--- src/design/gtsa_pkg.sv ---
`default_nettype none
package gtsa_pkg;

    localparam int SLOTS      = 16;
    localparam int TOKEN_BITS = 32;
    localparam int SLOT_W     = (SLOTS > 1) ? $clog2(SLOTS) : 1;
    localparam int CNT_W      = $clog2(SLOTS + 1);

    localparam logic [1:0] REQ_ACQUIRE  = 2'd0;
    localparam logic [1:0] REQ_RELEASE  = 2'd1;
    localparam logic [1:0] REQ_SHUTDOWN = 2'd2;

    localparam logic [2:0] STAT_OK        = 3'd0;
    localparam logic [2:0] STAT_STOPPED   = 3'd1;
    localparam logic [2:0] STAT_EXHAUSTED = 3'd2;
    localparam logic [2:0] STAT_BAD_ARG   = 3'd3;
    localparam logic [2:0] STAT_STALE     = 3'd4;
    localparam logic [2:0] STAT_ACTIVE    = 3'd5;

    typedef logic [TOKEN_BITS-1:0] token_t;
    typedef logic [SLOT_W-1:0]     slot_idx_t;
    typedef logic [CNT_W-1:0]      count_t;

    typedef struct packed {
        logic [1:0]  req_type;
        logic [7:0]  slot_number;
        logic [31:0] lease_token;
    } in_item_t;

    typedef struct packed {
        logic [2:0]  status;
        logic [7:0]  granted_slot;
        logic [31:0] granted_token;
        logic [4:0]  active_slots;
    } out_item_t;

    typedef enum logic {
        ST_IDLE,
        ST_EXEC
    } state_t;

    // controller -> datapath
    typedef struct packed {
        logic capture;
        logic execute;
    } cmd_t;

endpackage
`default_nettype wire

--- src/design/gtsa_ctrl.sv ---
`default_nettype none
module gtsa_ctrl (
    input  wire logic          clk,
    input  wire logic          rst_n,
    input  wire logic          start,
    output gtsa_pkg::cmd_t     cmd,
    output logic               busy
);
    import gtsa_pkg::*;

    state_t state_reg;
    state_t state_next;

    always_ff @(posedge clk or negedge rst_n)
    begin
        if (!rst_n)
        begin
            state_reg <= ST_IDLE;
        end
        else
        begin
            state_reg <= state_next;
        end
    end

    always_comb
    begin
        state_next = state_reg;
        case (state_reg)
            ST_IDLE:
            begin
                if (start)
                begin
                    state_next = ST_EXEC;
                end
            end
            ST_EXEC:
            begin
                state_next = ST_IDLE;
            end
            default:
            begin
                state_next = ST_IDLE;
            end
        endcase
    end

    always_comb
    begin
        cmd.capture = 1'b0;
        cmd.execute = 1'b0;
        busy        = 1'b0;
        case (state_reg)
            ST_IDLE:
            begin
                cmd.capture = start;
            end
            ST_EXEC:
            begin
                cmd.execute = 1'b1;
                busy        = 1'b1;
            end
            default:
            begin
                busy = 1'b1;
            end
        endcase
    end

endmodule
`default_nettype wire

--- src/design/gtsa_datapath.sv ---
`default_nettype none
module gtsa_datapath (
    input  wire logic                clk,
    input  wire logic                rst_n,
    input  wire gtsa_pkg::cmd_t      cmd,
    input  wire gtsa_pkg::in_item_t  request,
    output logic                     done,
    output gtsa_pkg::out_item_t      result
);
    import gtsa_pkg::*;

    in_item_t  req_reg;
    token_t    gen_reg [SLOTS];
    token_t    gen_next [SLOTS];
    count_t    cnt_reg;
    count_t    cnt_next;
    logic      stopped_reg;
    logic      stopped_next;
    out_item_t res_reg;
    out_item_t res_next;
    logic      done_reg;

    logic [SLOTS-1:0] busy_vec;
    logic             any_free;
    slot_idx_t        first_free;
    slot_idx_t        addr;
    token_t           rd_tok;
    token_t           req_tok;
    token_t           inc_tok;

    // token bit 0 is the busy flag
    always_comb
    begin
        any_free   = 1'b0;
        first_free = '0;
        for (int i = SLOTS - 1; i >= 0; i--)
        begin
            busy_vec[i] = gen_reg[i][0];
            if (!gen_reg[i][0])
            begin
                any_free   = 1'b1;
                first_free = SLOT_W'(i);
            end
        end
    end

    assign req_tok = TOKEN_BITS'(req_reg.lease_token);
    assign addr    = (req_reg.req_type == REQ_ACQUIRE) ? first_free
                                                      : SLOT_W'(req_reg.slot_number);
    assign rd_tok  = gen_reg[addr];
    // acquire bumps the stored token, release bumps the presented one (equal on match)
    assign inc_tok = ((req_reg.req_type == REQ_ACQUIRE) ? rd_tok : req_tok) + 1'b1;

    always_comb
    begin
        gen_next     = gen_reg;
        cnt_next     = cnt_reg;
        stopped_next = stopped_reg;
        res_next     = '0;
        res_next.status = STAT_BAD_ARG;
        case (req_reg.req_type)
            REQ_ACQUIRE:
            begin
                if (stopped_reg)
                begin
                    res_next.status = STAT_STOPPED;
                end
                else if (!any_free)
                begin
                    res_next.status = STAT_EXHAUSTED;
                end
                else
                begin
                    gen_next[addr]         = inc_tok;
                    cnt_next               = cnt_reg + 1'b1;
                    res_next.status        = STAT_OK;
                    res_next.granted_slot  = 8'(addr);
                    res_next.granted_token = 32'(inc_tok);
                end
            end
            REQ_RELEASE:
            begin
                if (req_reg.slot_number >= 8'(SLOTS) || req_tok == '0)
                begin
                    res_next.status = STAT_BAD_ARG;
                end
                else if (rd_tok != req_tok || !req_tok[0])
                begin
                    res_next.status = STAT_STALE;
                end
                else
                begin
                    gen_next[addr] = inc_tok;
                    if (cnt_reg != '0)
                    begin
                        cnt_next = cnt_reg - 1'b1;
                    end
                    res_next.status = STAT_OK;
                end
            end
            REQ_SHUTDOWN:
            begin
                if (!stopped_reg && cnt_reg != '0)
                begin
                    res_next.status = STAT_ACTIVE;
                end
                else
                begin
                    stopped_next    = 1'b1;
                    res_next.status = STAT_OK;
                end
            end
            default:
            begin
                res_next.status = STAT_BAD_ARG;
            end
        endcase
        res_next.active_slots = 5'(cnt_next);
    end

    always_ff @(posedge clk or negedge rst_n)
    begin
        if (!rst_n)
        begin
            for (int i = 0; i < SLOTS; i++)
            begin
                gen_reg[i] <= '0;
            end
            cnt_reg     <= '0;
            stopped_reg <= 1'b0;
            done_reg    <= 1'b0;
        end
        else
        begin
            done_reg <= cmd.execute;
            if (cmd.execute)
            begin
                gen_reg     <= gen_next;
                cnt_reg     <= cnt_next;
                stopped_reg <= stopped_next;
            end
        end
    end

    always_ff @(posedge clk)
    begin
        if (cmd.capture)
        begin
            req_reg <= request;
        end
        if (cmd.execute)
        begin
            res_reg <= res_next;
        end
    end

    assign done   = done_reg;
    assign result = res_reg;

`ifndef SYNTHESIS
    a_count_matches_busy: assert property (@(posedge clk) disable iff (!rst_n)
        $countones(busy_vec) == int'(cnt_reg))
        else $error("busy count disagrees with busy slot flags");

    a_stopped_idle: assert property (@(posedge clk) disable iff (!rst_n)
        stopped_reg |-> cnt_reg == '0)
        else $error("pool stopped with active slots");

    a_done_after_exec: assert property (@(posedge clk) disable iff (!rst_n)
        done_reg |-> $past(cmd.execute))
        else $error("result strobe without an executed request");

    a_grant_odd: assert property (@(posedge clk) disable iff (!rst_n)
        (done_reg && res_reg.status == STAT_OK && res_reg.granted_token != '0)
        |-> res_reg.granted_token[0])
        else $error("granted token is not odd");
`endif

endmodule
`default_nettype wire

--- src/design/generation_token_slot_allocator.sv ---
`default_nettype none
// Generation-token slot allocator: a pool of SLOTS slots, each with a token
// whose low bit marks it busy (odd) or free (even).
//
// Request channel: drive request (req_type, slot_number, lease_token) and
// raise start; the transfer happens at the rising edge where start is high
// and busy is low. busy is high for one cycle after each transfer.
//
// Result channel: one result per request. done pulses high for exactly one
// cycle once the captured request has been executed, with result (status,
// granted_slot, granted_token, active_slots) valid in that cycle. There is
// no backpressure; the receiver must take the result when done is high.
//
// Sequencing: the controller captures the request at the transfer edge and
// then executes it, holding busy high meanwhile; a priority encoder over the
// busy flags picks the lowest free slot and the token array is updated in
// the execute cycle. A new start is accepted in the cycle done is shown.
//
// Reset (rst_n low, asynchronous): all tokens zero (every slot free),
// active count zero, pool running, no result pending.
module generation_token_slot_allocator (
    input  wire logic                clk,
    input  wire logic                rst_n,
    input  wire logic                start,
    output logic                     busy,
    input  wire gtsa_pkg::in_item_t  request,
    output logic                     done,
    output gtsa_pkg::out_item_t      result
);
    import gtsa_pkg::*;

    cmd_t cmd;

    // sequencing: capture then execute
    gtsa_ctrl u_ctrl (
        .clk   (clk),
        .rst_n (rst_n),
        .start (start),
        .cmd   (cmd),
        .busy  (busy)
    );

    // token store, busy count, stop flag and result register
    gtsa_datapath u_datapath (
        .clk     (clk),
        .rst_n   (rst_n),
        .cmd     (cmd),
        .request (request),
        .done    (done),
        .result  (result)
    );

endmodule
`default_nettype wire
--- config.mk ---
export PLATFORM = sky130hd
export DESIGN_NAME = generation_token_slot_allocator
export DESIGN_NICKNAME = d
export VERILOG_FILES = /design/src/design/gtsa_pkg.sv /design/src/design/gtsa_ctrl.sv /design/src/design/gtsa_datapath.sv /design/src/design/generation_token_slot_allocator.sv
export SDC_FILE = /design/constraint.sdc
export NUM_CORES = 1
export LEC_CHECK = 0
export ABC_AREA = 1
export BUFFER_PORTS_ARGS = -buffer_cell sky130_fd_sc_hd__buf_2
export CORE_ASPECT_RATIO = 0.6
export CORE_MARGIN = 2
export CORE_UTILIZATION = 25
export CTS_CLUSTER_SIZE = 24
export DETAILED_ROUTE_END_ITERATION = 16
export MAX_ROUTING_LAYER = met4
export PLACE_DENSITY = 0.44
export SYNTH_ARGS = -nofsm -noshare
export SYNTH_HDL_FRONTEND = slang
export SYNTH_HIERARCHICAL = 1
export SYNTH_SLANG_ARGS = --single-unit
--- constraint.sdc ---
create_clock -name clk -period 5.8 [get_ports clk]
set_input_delay 1.16 -clock clk [delete_from_list [all_inputs] [get_ports clk]]
set_output_delay 1.16 -clock clk [all_outputs]
set_load 0.1 [all_outputs]
Word level (Yosys, flattened, before mapping) --
Cells that the tools add are included.
Storage, ports and cells: logic and storage cells 121, register bits 610, bits in writable memories 0, input port bits 45, memories kept 0, output and inout port bits 50, ROM bits 0, latch bits 0
Cells by class: reductions and logical operators 14, bitwise gates (word level) 5, $add $sub $neg 3, multipliers 0, shifts and indexed selects 0, eq/ne operators 7, magnitude comparators 3, divide/modulo/power cells 0, mux-type cells 61
Operators by type and width (count):
- two-way mux 512 bit | 4
- case mux 512 bit (2 select lines) | 1
- bitwise mux 512 bit | 1
- binary-select mux 32 bit (select 4 bit) | 1
- demux 32 bit (select 4 bit) | 1
- two-way mux 32 bit | 4
- two-way mux 4 bit | 17
- adder 32 x 1 -> 32 bit (second input constant) | 1
- logical NOT 32 bit | 1
- inequality test 32 bit | 1
- two-way mux 5 bit | 5
- two-way mux 1 bit | 19
- two-way mux 3 bit | 4
- case mux 5 bit (2 select lines) | 1
- case mux 3 bit (3 select lines) | 1
- >= comparator 8 x 5 -> 1 bit (second input constant) | 1
- inequality test 2 bit (second input constant) | 3
- AND reduction 6 bit | 1
- adder 5 x 1 -> 5 bit (second input constant) | 1
- >= comparator 5 bit (second input constant) | 1
- < comparator 5 x 1 -> 1 bit (second input constant) | 1
- inverter 4 -> 5 bit | 1
- nonzero test 5 bit | 1
- subtractor 5 x 1 -> 5 bit (second input constant) | 1
- other kinds (14) | 20

Depth between registers and ports, before layout --
Gate-level depths: netlist (run 1).
depth after elaboration 27, gate-level depth with buffers 42, gate-level depth less buffers 38

Cells and area by module --
Netlist (run 1), hierarchy kept.
By module, submodules not included:
- gtsa_datapath | seq. area each 15569.9 um^2, cells each 4135, area each 30927.2 um^2, times used 1
- gtsa_ctrl | seq. area each 25.0 um^2, cells each 5, area each 50.0 um^2, times used 1

Least setup slack after synthesis (run 1) --
Ideal clock, no wire load.
path kind reg-to-reg, start reg u_datapath.gen_reg (netlist bit u_datapath/busy_vec[15]), end reg u_datapath.res_reg (netlist bit u_datapath/result[25]), data pin, path buffers 3, slack 2.004 ns, setup time 0.266 ns, stages on the path, launching flop included 37, clock period less this slack 3.796 ns, arrival time 3.530 ns, data required time 5.534 ns, path through dfrtp_1 -> inv_2 -> nand2_1 -> nand2_1 -> nand2_1 -> nand2_1 -> nand2_1 -> nand2_1 -> nand2_1 -> nand2_1 -> nand2_1 -> nand2_1 -> nand2_1 -> nand2_1 -> nand2_1 -> nand2_1 -> nand2_1 -> buf_2 -> clkbuf_1 -> nand3b_1 -> nand2_1 -> nand2_1 -> nand2_1 -> nand2_1 -> nand2_1 -> nor2_1 -> nand2_1 -> o21ai_1 -> ha_1 -> inv_1 -> nor2_1 -> nand2_1 -> nor2_1 -> nand4_1 -> xor2_1 -> clkbuf_1 -> nor2_1
Between the ends: longest elaborated chain between the ends 23, elaborated cells between the ends (all ways) 41, those cells by class 1 x add/sub; 37 x mux; 2 x bitwise; 1 x reduce/logical
RTL lines:
- start, declared | line gtsa_datapath.sv:13 | token_t gen_reg [SLOTS];
- start signal, assigned | line gtsa_datapath.sv:138 | gen_reg <= gen_next;
- two-way mux 4 bit (16 in a row) | line gtsa_datapath.sv:39 | if (!gen_reg[i][0])
- two-way mux 4 bit | line gtsa_datapath.sv:48 | assign addr = (req_reg.req_type == REQ_ACQUIRE) ? first_free
- inverter 4 -> 5 bit (implied by the code) | line gtsa_datapath.sv:50 | assign rd_tok = gen_reg[addr];
- binary-select mux 32 bit (select 4 bit) | line gtsa_datapath.sv:50
- two-way mux 32 bit (implied by the code) (2 in a row) | line gtsa_datapath.sv:50
- two-way mux 32 bit | line gtsa_datapath.sv:52 | assign inc_tok = ((req_reg.req_type == REQ_ACQUIRE) ? rd_tok : req_tok) + 1'b1;
- adder 32 x 1 -> 32 bit | line gtsa_datapath.sv:52
- end signal, assigned | line gtsa_datapath.sv:153 | res_reg <= res_next;
- end, declared | line gtsa_datapath.sv:19 | out_item_t res_reg;
Several ways; a longest one is shown, not always the timed one. The select of a mux whose other input is x is not followed. A chain may end at the register's enable or synchronous reset.

Worst setup path after layout (run 1) --
start reg u_datapath/req_reg[41] (netlist name), end reg u_datapath/gen_reg[155] (netlist name)
Between the ends: longest elaborated chain between the ends 12, elaborated cells between the ends (all ways) 28, those cells by class 1 x add/sub; 2 x order compare; 6 x eq/ne; 13 x mux; 1 x bitwise; 5 x reduce/logical
RTL lines:
- start, declared | line gtsa_datapath.sv:12 | in_item_t req_reg;
- start signal, assigned | line gtsa_datapath.sv:149 | req_reg <= request;
- logical NOT 2 bit | line gtsa_datapath.sv:48, gtsa_datapath.sv:52, gtsa_datapath.sv:61
- two-way mux 4 bit | line gtsa_datapath.sv:48
- inverter 4 -> 5 bit (implied by the code) | line gtsa_datapath.sv:50, gtsa_datapath.sv:74, gtsa_datapath.sv:93
- binary-select mux 32 bit (select 4 bit) | line gtsa_datapath.sv:50
- two-way mux 32 bit (implied by the code) (2 in a row) | line gtsa_datapath.sv:50
- two-way mux 32 bit | line gtsa_datapath.sv:52
- adder 32 x 1 -> 32 bit | line gtsa_datapath.sv:52
- bitwise mux 512 bit | line gtsa_datapath.sv:74, gtsa_datapath.sv:93
- two-way mux 512 bit (on tied branches) | line gtsa_datapath.sv:87, gtsa_datapath.sv:68
- two-way mux 512 bit (on tied branches) | line gtsa_datapath.sv:83, gtsa_datapath.sv:64
- case mux 512 bit (2 select lines) | line gtsa_datapath.sv:61 | case (req_reg.req_type)
Several ways; a longest one is shown, not always the timed one. The select of a mux whose other input is x is not followed.

==> results.md, run 1 <==
| Result | Reported |
| --- | --- |
| Number of cell instances on the worst register-to-register path | 23 |
| Crit-path max cell delay | 570 ps |
| Net switching fraction of the power | 32.6% |
| Remaining global-route overflow | 0 |
| H-tree level count | 2 |
| Share of post-route cells with drive strength above 1 | 7.55% |
| Lkg Pwr | 16.9 nW |
| Min-Delay Path Class | flip-flop to flip-flop |
| Mean post-synth cell area | 7.48 µm² |
| Core footprint | 122000 µm² |
| Worst EP arrival | 6080 ps |
| Maximum operating frequency | 179 MHz |
| Overall via count from detail_route | 26400 |
| Detailed Route Iter0 Violations | 2617 |
| Category of the worst setup path capture point | flip-flop |
| Comb power frac | 20.6% |
| Detailed-placement wirelength estimate | 71800 µm |
| Setup Fix Bufs, Post-CTS | 0 |
| Fraction of the cycle the final worst path needs | 96.2% |
| Setup total negative slack | 0 ps |
| Residual antenna-violating net count after detailed routing | 0 |
| Standard cell with the maximum stage delay on the critical path | sky130_fd_sc_hd__edfxtp_1 |
| Hold Path Depth | 2 |
| Via/cell ratio | 4.57 |
| Portion of total power attributed to sequential cells | 44.1% |
| Worst skew pair latency | 670 ps |
| Maximum clock path buffer count | 3 |
| Total of buffers placed on input and output ports | 90 |
| Unrepaired setup endpoints after global routing | true |
| Start point of the worst min-delay path | u_datapath/gen_reg[101]$_DFFE_PN0P_ |
| CP Launch Type | flip-flop |
| Power per unit of standard cell area | 330 nW/µm² |
| Area growth from synthesis to final layout | 14.7% |
| Utilization after layout | 29.1% |
| Required time at the endpoint of the critical path | 6310 ps |
| Largest net degree at the start of global routing | 103 |
| Number of distinct standard cells referenced by the synthesized netlist | 36 |
| Worst rel slew slack | 25.1% |
| Clock transition at the registers of the reported paths | 70 ps |
| Post-Route Skew | 17.7 ps |
| Hold violation total from the final report | 0 |
| Critical register-to-register path endpoint | u_datapath/gen_reg[155]$_DFFE_PN0P_ |
| Number of max-slew violations in the final report | 0 |
| Combined flip-flop and latch cell area | 15600 µm² |
| Worst-case register-to-register setup slack | 220 ps |
| Result of the run | complete, no violations |
| Internal cell power | 7.91 mW |
| Wire length of the first global-routing pass | 171000 µm |
| Antenna violations before repair | 1 |
| Clock network power share | 35.3% |
| Final layout net count | 4169 |
| Yosys warning total | 6 |
| Floorplan row count | 99 |
| Transition time at the pin with the least slew margin | 1110 ps |
| Post-route DRC violation count | 0 |
| Wirelength per Cell | 19.6 µm |
| Syn Inst Count | 4140 |
| Flop and latch count out of synthesis | 606 |
| Maximum VDD drop | 253 µV |
| Total area of multi-input combinational cells | 13000 µm² |
| Global placement routability congestion | 0.953 |
| Series of cell instances along the critical path | nor2_4 > inv_1 > or3_1 > nand2_4 > inv_6 > buf_4 > nand2_1 > nand2_1 > nand2_1 > nand2_1 > o21ai_0 > nand2_1 > nor2_1 > nand2_1 > nor2_1 > nand3_1 > o21ai_1 > nand2_1 > nor2_2 > nand2_2 > buf_12 > nand2_1 > o21ai_0 |
| Filler cells | 13300 |
| Clock tree sinks | 606 |
| Combined area of all synthesized cells | 31000 µm² |
| Die width | 458 µm |
| Overall routed net length | 114000 µm |
| # setup viols final | 0 |
| Final worst path period need | 5580 ps |
| Type of the setup path with the least slack | flip-flop to flip-flop |
| Overall Global Routing Usage | 18.3% |
| Vias in the first global route | 24700 |
| I/O Pins | 95 |
| Clock buffers created by TritonCTS | 61 |
| Final antenna diode count | 0 |
| Max reg flops | 496 |
| Root buffer cell | sky130_fd_sc_hd__clkbuf_16 |
| Worst R2R Start | u_datapath/req_reg[41]$_DFFE_PP_ |
| Most frequent cell on the critical path | sky130_fd_sc_hd__nand2_1 |
| Tightest hold margin | 476 ps |
| Endpoint, Worst Hold | u_datapath/gen_reg[101]$_DFFE_PN0P_ |
| Post-synthesis sequential area ratio | 50.3% |
| Number of detailed-routing iterations run before antenna repair | 5 |
| Die Outline Area | 127000 µm² |
| Final total power | 11.7 mW |
| Crit-path max FO | 52 |
| Net switching power of the design | 3.83 mW |
| Reported max-cap violation count | 0 |
| Clock tree from TritonCTS | yes |
| Die height | 277 µm |
| Starting utilization of the core area | 25.3% |
==> worst max-delay path, delay by kind of cell (launching register included) <==
family | cells | cell delay, ps
buf+inv | 4 | 1020
flops | 1 | 570
compound gates | 3 | 670
simple gates | 16 | 2990
==> per-layer routing <==
layer | vias up | share of wire, % | GRT usage [%]
met5 | - | 0 | -
met4 | 0 | 1.2 | 2.49
met3 | 97 | 5.3 | 2.38
met2 | 660 | 40 | 24.8
met1 | 12700 | 53 | 28.9
li1 | 13000 | - | -
==> cells in the mapped netlist <==
cell type                   count  area (µm²)
sky130_fd_sc_hd__a2111oi_0      1        8.76
sky130_fd_sc_hd__a21oi_1        5        25.0
sky130_fd_sc_hd__a22oi_1        2        15.0
sky130_fd_sc_hd__a31oi_1        2        12.5
sky130_fd_sc_hd__and2_1         3        18.8
sky130_fd_sc_hd__and3_1         3        18.8
sky130_fd_sc_hd__buf_1         18        67.6
sky130_fd_sc_hd__buf_2        105         526
sky130_fd_sc_hd__buf_4         11        82.6
sky130_fd_sc_hd__buf_6          2        22.5
sky130_fd_sc_hd__buf_8          1        15.0
sky130_fd_sc_hd__clkbuf_1     126         473
sky130_fd_sc_hd__clkinv_1       1        3.75
sky130_fd_sc_hd__conb_1         1        3.75
sky130_fd_sc_hd__dfrtp_1      520       13000
sky130_fd_sc_hd__edfxtp_1      86        2580
sky130_fd_sc_hd__ha_1           3        37.5
sky130_fd_sc_hd__inv_1        354        1330
sky130_fd_sc_hd__inv_2          3        11.3
sky130_fd_sc_hd__nand2_1     1753        6580
sky130_fd_sc_hd__nand2_4       10         113
sky130_fd_sc_hd__nand3_1       35         175
sky130_fd_sc_hd__nand3b_1     167        1250
sky130_fd_sc_hd__nand4_1       19         119
sky130_fd_sc_hd__nor2_1       180         676
sky130_fd_sc_hd__nor2_2         2        12.5
sky130_fd_sc_hd__nor3_1        13        65.1
sky130_fd_sc_hd__nor3b_1        2        15.0
sky130_fd_sc_hd__nor4_1        10        62.6
sky130_fd_sc_hd__o2111ai_1      1        8.76
sky130_fd_sc_hd__o21ai_0      481        2410
sky130_fd_sc_hd__o21ai_1      186         931
sky130_fd_sc_hd__o31ai_1        1        7.51
sky130_fd_sc_hd__or3_1          1        6.26
sky130_fd_sc_hd__xnor2_1        9        78.8
sky130_fd_sc_hd__xor2_1        23         201
==> layout by cell type (no fill, tap or decap), types with 63 or more instances in the layout <==
| cell | synthesis | routed |
|---|---|---|
| sky130_fd_sc_hd__nand3b_1 | 167 | 167 |
| sky130_fd_sc_hd__o21ai_0 | 481 | 478 |
| sky130_fd_sc_hd__dfrtp_1 | 520 | 519 |
| sky130_fd_sc_hd__inv_1 | 354 | 353 |
| sky130_fd_sc_hd__nor2_1 | 180 | 175 |
| sky130_fd_sc_hd__clkbuf_16 | 0 | 63 |
| sky130_fd_sc_hd__o21ai_1 | 186 | 189 |
| sky130_fd_sc_hd__edfxtp_1 | 86 | 86 |
| sky130_fd_sc_hd__nand2_1 | 1753 | 1743 |
| sky130_fd_sc_hd__buf_2 | 105 | 89 |
==> worst max-delay path by stage <==
stage / endpoint / cells after the start / from
3_3_place_gp: u_datapath/gen_reg[362]$_DFFE_PN0P_ / 20 / u_datapath/req_reg[41]$_DFFE_PP_
5_1_grt: u_datapath/gen_reg[385]$_DFFE_PN0P_ / 22 / u_datapath/req_reg[41]$_DFFE_PP_
6_report: u_datapath/gen_reg[155]$_DFFE_PN0P_ / 23 / u_datapath/req_reg[41]$_DFFE_PP_
2_1_floorplan: u_datapath/result[25]$_SDFFCE_PP0P_ / 36 / u_datapath/busy_vec[15]$_DFFE_PN0P_
4_1_cts: u_datapath/gen_reg[357]$_DFFE_PN0P_ / 19 / u_datapath/req_reg[41]$_DFFE_PP_
3_5_place_dp: u_datapath/gen_reg[357]$_DFFE_PN0P_ / 19 / u_datapath/req_reg[41]$_DFFE_PP_
==> logic make-up (layout without fill, tap and decap cells) <==
kind of cell / Yosys count / count (layout) / synth area share (%)
flops: 606 / 606 / 50.3
xor+xnor: 32 / 32 / 0.905
other cells: 1 / 4 / 0.0121
compound gates: 679 / 679 / 11.0
buf+inv: 621 / 651 / 8.17
fa+ha+maj: 3 / 3 / 0.121
simple gates: 2198 / 2198 / 29.4
==> power by group through the flow <==
| stage | registers, mW | logic (mW) | clock network [mW] |
|---|---|---|---|
| 2_1_floorplan | 5.32 | 1.52 | 0 |
| 3_3_place_gp | 5.25 | 2.41 | 0 |
| 3_5_place_dp | 5.25 | 2.42 | 0 |
| 4_1_cts | 5.17 | 2.43 | 4.28 |
| 5_1_grt | 5.24 | 2.76 | 4.44 |
| 6_report | 5.17 | 2.42 | 4.14 |
==> cell type report <==
type                            count  share of cell area, %
Sequential cell                   606                   43.9
Clock inverter                     33                  0.785
Inverter                          358                   3.80
Multi-Input combinational cell   2916                   36.5
Clock buffer                       82                   4.95
Timing Repair Buffer              178                   4.33
Tap cell                         1616                   5.69
==> repair_timing <==
action,4_1_cts,5_1_grt
hold buffers,0,0
setup endpoints to repair,0,290
resized for setup,0,7
==> through the flow <==
step                instance area, µm²  setup slack, ps  std cells
global placement                 33500              115       5674
CTS                              35500             94.6       5789
finish                           35500              221       5789
global route                     35500             -155       5789
detailed placement               33500              121       5674
floorplan                        31000             2000       4143
(Power assumes the default switching activity.)
==> run 2, diff against run 1 <==
--- a/config.mk
+++ b/config.mk
@@ -6,14 +6,15 @@
 export NUM_CORES = 1
 export LEC_CHECK = 0
 export ABC_AREA = 1
-export BUFFER_PORTS_ARGS = -buffer_cell sky130_fd_sc_hd__buf_2
 export CORE_ASPECT_RATIO = 0.6
 export CORE_MARGIN = 2
 export CORE_UTILIZATION = 25
 export CTS_CLUSTER_SIZE = 24
 export DETAILED_ROUTE_END_ITERATION = 16
+export DONT_BUFFER_PORTS = 1
 export MAX_ROUTING_LAYER = met4
-export PLACE_DENSITY = 0.44
+export PLACE_DENSITY = 0.43
+export SKIP_LAST_GASP = 1
 export SYNTH_ARGS = -nofsm -noshare
 export SYNTH_HDL_FRONTEND = slang
 export SYNTH_HIERARCHICAL = 1
==> run 2 against run 1 <==
Net effect:
- fmax is 1.1% higher
- largest power group unchanged
- critical endpoint is now u_datapath/result[25]$_SDFFCE_PP0P_
- first-iteration DRC count is 0.50% higher
- worst setup slack better by 63 ps
- critical path type unchanged
==> results.md, run 2 (same netlist as run 1, synthesis figures left out) <==
| Result | Reported | vs previous |
| --- | --- | --- |
| Result of the run | complete, no violations |  |
| Via/cell ratio | 4.57 | about the same |
| Overall routed net length | 112000 µm | -1.8% |
| Maximum clock path buffer count | 3 | unchanged |
| Final antenna diode count | 0 | unchanged |
| CTS hold repair buffers | 0 | unchanged |
| Die width | 458 µm | unchanged |
| Clock tree from TritonCTS | yes |  |
| Detailed-placement wirelength estimate | 68300 µm | -4.9% |
| Fraction of the cycle the final worst path needs | 95.1% | -1.1 points |
| Max reg flops | 496 | unchanged |
| Unrepaired setup endpoints after global routing | false |  |
| Power per unit of standard cell area | 327 nW/µm² | -1.1% |
| Final layout net count | 4086 | -2.0% |
| Lkg Pwr | 16.5 nW | -2.2% |
| Setup total negative slack | 0 ps | unchanged |
| Global placement routability congestion | 0.976 | +2.4% |
| CP Launch Type | flip-flop |  |
| Total of buffers placed on input and output ports | 0 | -100% |
| Worst skew pair latency | 660 ps | about the same |
| Residual antenna-violating net count after detailed routing | 0 | unchanged |
| Combined flip-flop and latch cell area | 15600 µm² | unchanged |
| Die height | 277 µm | unchanged |
| Type of the setup path with the least slack | flip-flop to flip-flop |  |
| Area growth from synthesis to final layout | 12.8% |  |
| Total area of multi-input combinational cells | 13000 µm² | +0.14% |
| Clock transition at the registers of the reported paths | 70 ps | about the same |
| Clock buffers created by TritonCTS | 59 | -3.3% |
| Final total power | 11.4 mW | -2.7% |
| Core footprint | 122000 µm² | unchanged |
| Overall via count from detail_route | 26000 | -1.5% |
| Standard cell with the maximum stage delay on the critical path | sky130_fd_sc_hd__edfxtp_1 |  |
| I/O Pins | 95 | unchanged |
| Worst EP arrival | 5910 ps | -170 ps |
| Largest net degree at the start of global routing | 521 | +410% |
| Reported max-cap violation count | 0 | unchanged |
| Post-Route Skew | 21.3 ps | +3.54 ps |
| # setup viols final | 0 | unchanged |
| Overall Global Routing Usage | 18.0% | -0.34 points |
| Remaining global-route overflow | 0 | unchanged |
| Wirelength per Cell | 19.6 µm | -0.24% |
| Hold violation total from the final report | 0 | unchanged |
| Min-Delay Path Class | input port to async pin |  |
| Worst rel slew slack | 26.0% | +0.84 points |
| Transition time at the pin with the least slew margin | 1110 ps | -7.39 ps |
| Wire length of the first global-routing pass | 168000 µm | -2.0% |
| Share of post-route cells with drive strength above 1 | 5.34% | -2.2 points |
| Number of max-slew violations in the final report | 0 | unchanged |
| Filler cells | 13400 | +0.80% |
| Series of cell instances along the critical path | nor2_4 > inv_1 > or3_1 > nand2_4 > inv_4 > buf_4 > nand2_1 > nand2_1 > nand2_1 > nand2_1 > nor2_1 > nand2_1 > o21ai_1 > ha_1 > inv_1 > nor2_1 > nand2_1 > nor2_1 > nand4_1 > xor2_1 > buf_4 > nor2_1 |  |
| Antenna violations before repair | 0 | -1 |
| Vias in the first global route | 24100 | -2.6% |
| Crit-path max cell delay | 560 ps | about the same |
| Category of the worst setup path capture point | flip-flop |  |
| Most frequent standard cell in the layout excluding fill and tap cells | sky130_fd_sc_hd__nand2_1 |  |
| Detailed Route Iter0 Violations | 2630 | +0.50% |
| Most frequent cell on the critical path | sky130_fd_sc_hd__nand2_1 |  |
| Crit path buf inv count | 5 | +1 |
| Final worst path period need | 5520 ps | -63.3 ps |
| Root buffer cell | sky130_fd_sc_hd__clkbuf_16 |  |
| Maximum operating frequency | 181 MHz | +1.1% |
| H-tree level count | 2 | unchanged |
| Starting utilization of the core area | 25.3% | unchanged |
| Die Outline Area | 127000 µm² | unchanged |
| Floorplan row count | 99 | unchanged |
| Crit-path max FO | 17 | -67% |
| Number of detailed-routing iterations run before antenna repair | 6 | +1 |
| Family with the most delay on the worst path | simple AND/OR/NAND/NOR gates |  |
| Required time at the endpoint of the critical path | 6190 ps | -120 ps |
| Commonest non-fill, non-tap cells in the layout | 1743 x sky130_fd_sc_hd__nand2_1, 519 x sky130_fd_sc_hd__dfrtp_1, 481 x sky130_fd_sc_hd__o21ai_0 |  |
| Maximum VDD drop | 195 µV | -23% |
| Post-route DRC violation count | 0 | unchanged |
| Clock tree sinks | 606 | unchanged |
-- run 2: metrics by stage --
| stage | setup slack, ps | std cells | utilization (%) | area, µm² | hold WS, ps |
|---|---|---|---|---|---|
| 2_1_floorplan | 2000 | 4143 | - | 31000 | 444 |
| 3_3_place_gp | 150 | 5588 | 27.0 | 33000 | 457 |
| 3_5_place_dp | 205 | 5588 | 27.0 | 33000 | 464 |
| 4_1_cts | 188 | 5694 | 28.5 | 34800 | 219 |
| 5_1_grt | 75.4 | 5699 | 28.6 | 34900 | 494 |
| 6_report | 285 | 5699 | 28.6 | 34900 | 442 |
-- run 2: worst paths after layout --
path                                                           from                                  end  slack (ps)  cells past startpoint
worst max register to register     u_datapath/req_reg[41]$_DFFE_PP_  u_datapath/result[25]$_SDFFCE_PP0P_         280                     22
worst min register to register  u_datapath/gen_reg[439]$_DFFE_PN0P_  u_datapath/gen_reg[439]$_DFFE_PN0P_         470                      2
worst max-delay path               u_datapath/req_reg[41]$_DFFE_PP_  u_datapath/result[25]$_SDFFCE_PP0P_         280                     22
worst min-delay path                                          rst_n    u_datapath/gen_reg[5]$_DFFE_PN0P_         440                      1
max in group asynchronous                                     rst_n           u_ctrl/state_reg$_DFF_PN0_        2800                      3
min in group clk                u_datapath/gen_reg[439]$_DFFE_PN0P_  u_datapath/gen_reg[439]$_DFFE_PN0P_         470                      2
-- run 2: worst reg2reg max path, cell delays in order (launching register included) --
cell                       delay [ps]
sky130_fd_sc_hd__edfxtp_1         560
sky130_fd_sc_hd__nor2_4           170
sky130_fd_sc_hd__inv_1            180
sky130_fd_sc_hd__or3_1            490
sky130_fd_sc_hd__nand2_4          140
sky130_fd_sc_hd__inv_4            130
sky130_fd_sc_hd__buf_4            260
sky130_fd_sc_hd__nand2_1          100
sky130_fd_sc_hd__nand2_1           60
sky130_fd_sc_hd__nand2_1           60
sky130_fd_sc_hd__nand2_1           70
sky130_fd_sc_hd__nor2_1           490
sky130_fd_sc_hd__nand2_1          100
sky130_fd_sc_hd__o21ai_1          130
sky130_fd_sc_hd__ha_1             210
sky130_fd_sc_hd__inv_1             90
sky130_fd_sc_hd__nor2_1           480
sky130_fd_sc_hd__nand2_1          280
sky130_fd_sc_hd__nor2_1           330
sky130_fd_sc_hd__nand4_1          170
sky130_fd_sc_hd__xor2_1           360
sky130_fd_sc_hd__buf_4            330
sky130_fd_sc_hd__nor2_1            80
-- run 2: routing by layer --
| metal | GRT usage, % | routed length [µm] | up-vias |
|---|---|---|---|
| met4 | 2.34 | 1220 | 0 |
| met5 | - | 0 | - |
| met2 | 24.6 | 45000 | 646 |
| li1 | - | - | 12800 |
| met1 | 28.1 | 59200 | 12500 |
| met3 | 2.44 | 6180 | 101 |
-- run 2: timing repair --
item | 4_1_cts | 5_1_grt
setup endpoints to repair | 0 | 391
buffers inserted | 0 | 2
resized for setup | 0 | 1
-- run 2: layout make-up --
type | instances | share of cell area, %
clock buffers | 91 | 4.94
clock inverters | 15 | 0.337
inverters | 358 | 3.85
multi-input cells | 2916 | 37.2
flip-flops and latches | 606 | 44.6
well taps | 1616 | 5.79
repair buffers | 97 | 3.22
-- run 2: power by group --
| group | internal, mW | leakage [nW] | switching, mW | total, mW |
|---|---|---|---|---|
| combinational | 0.752 | 7.74 | 1.46 | 2.21 |
| sequential | 4.87 | 7.86 | 0.476 | 5.35 |
| clock | 2.08 | 0.895 | 1.77 | 3.85 |
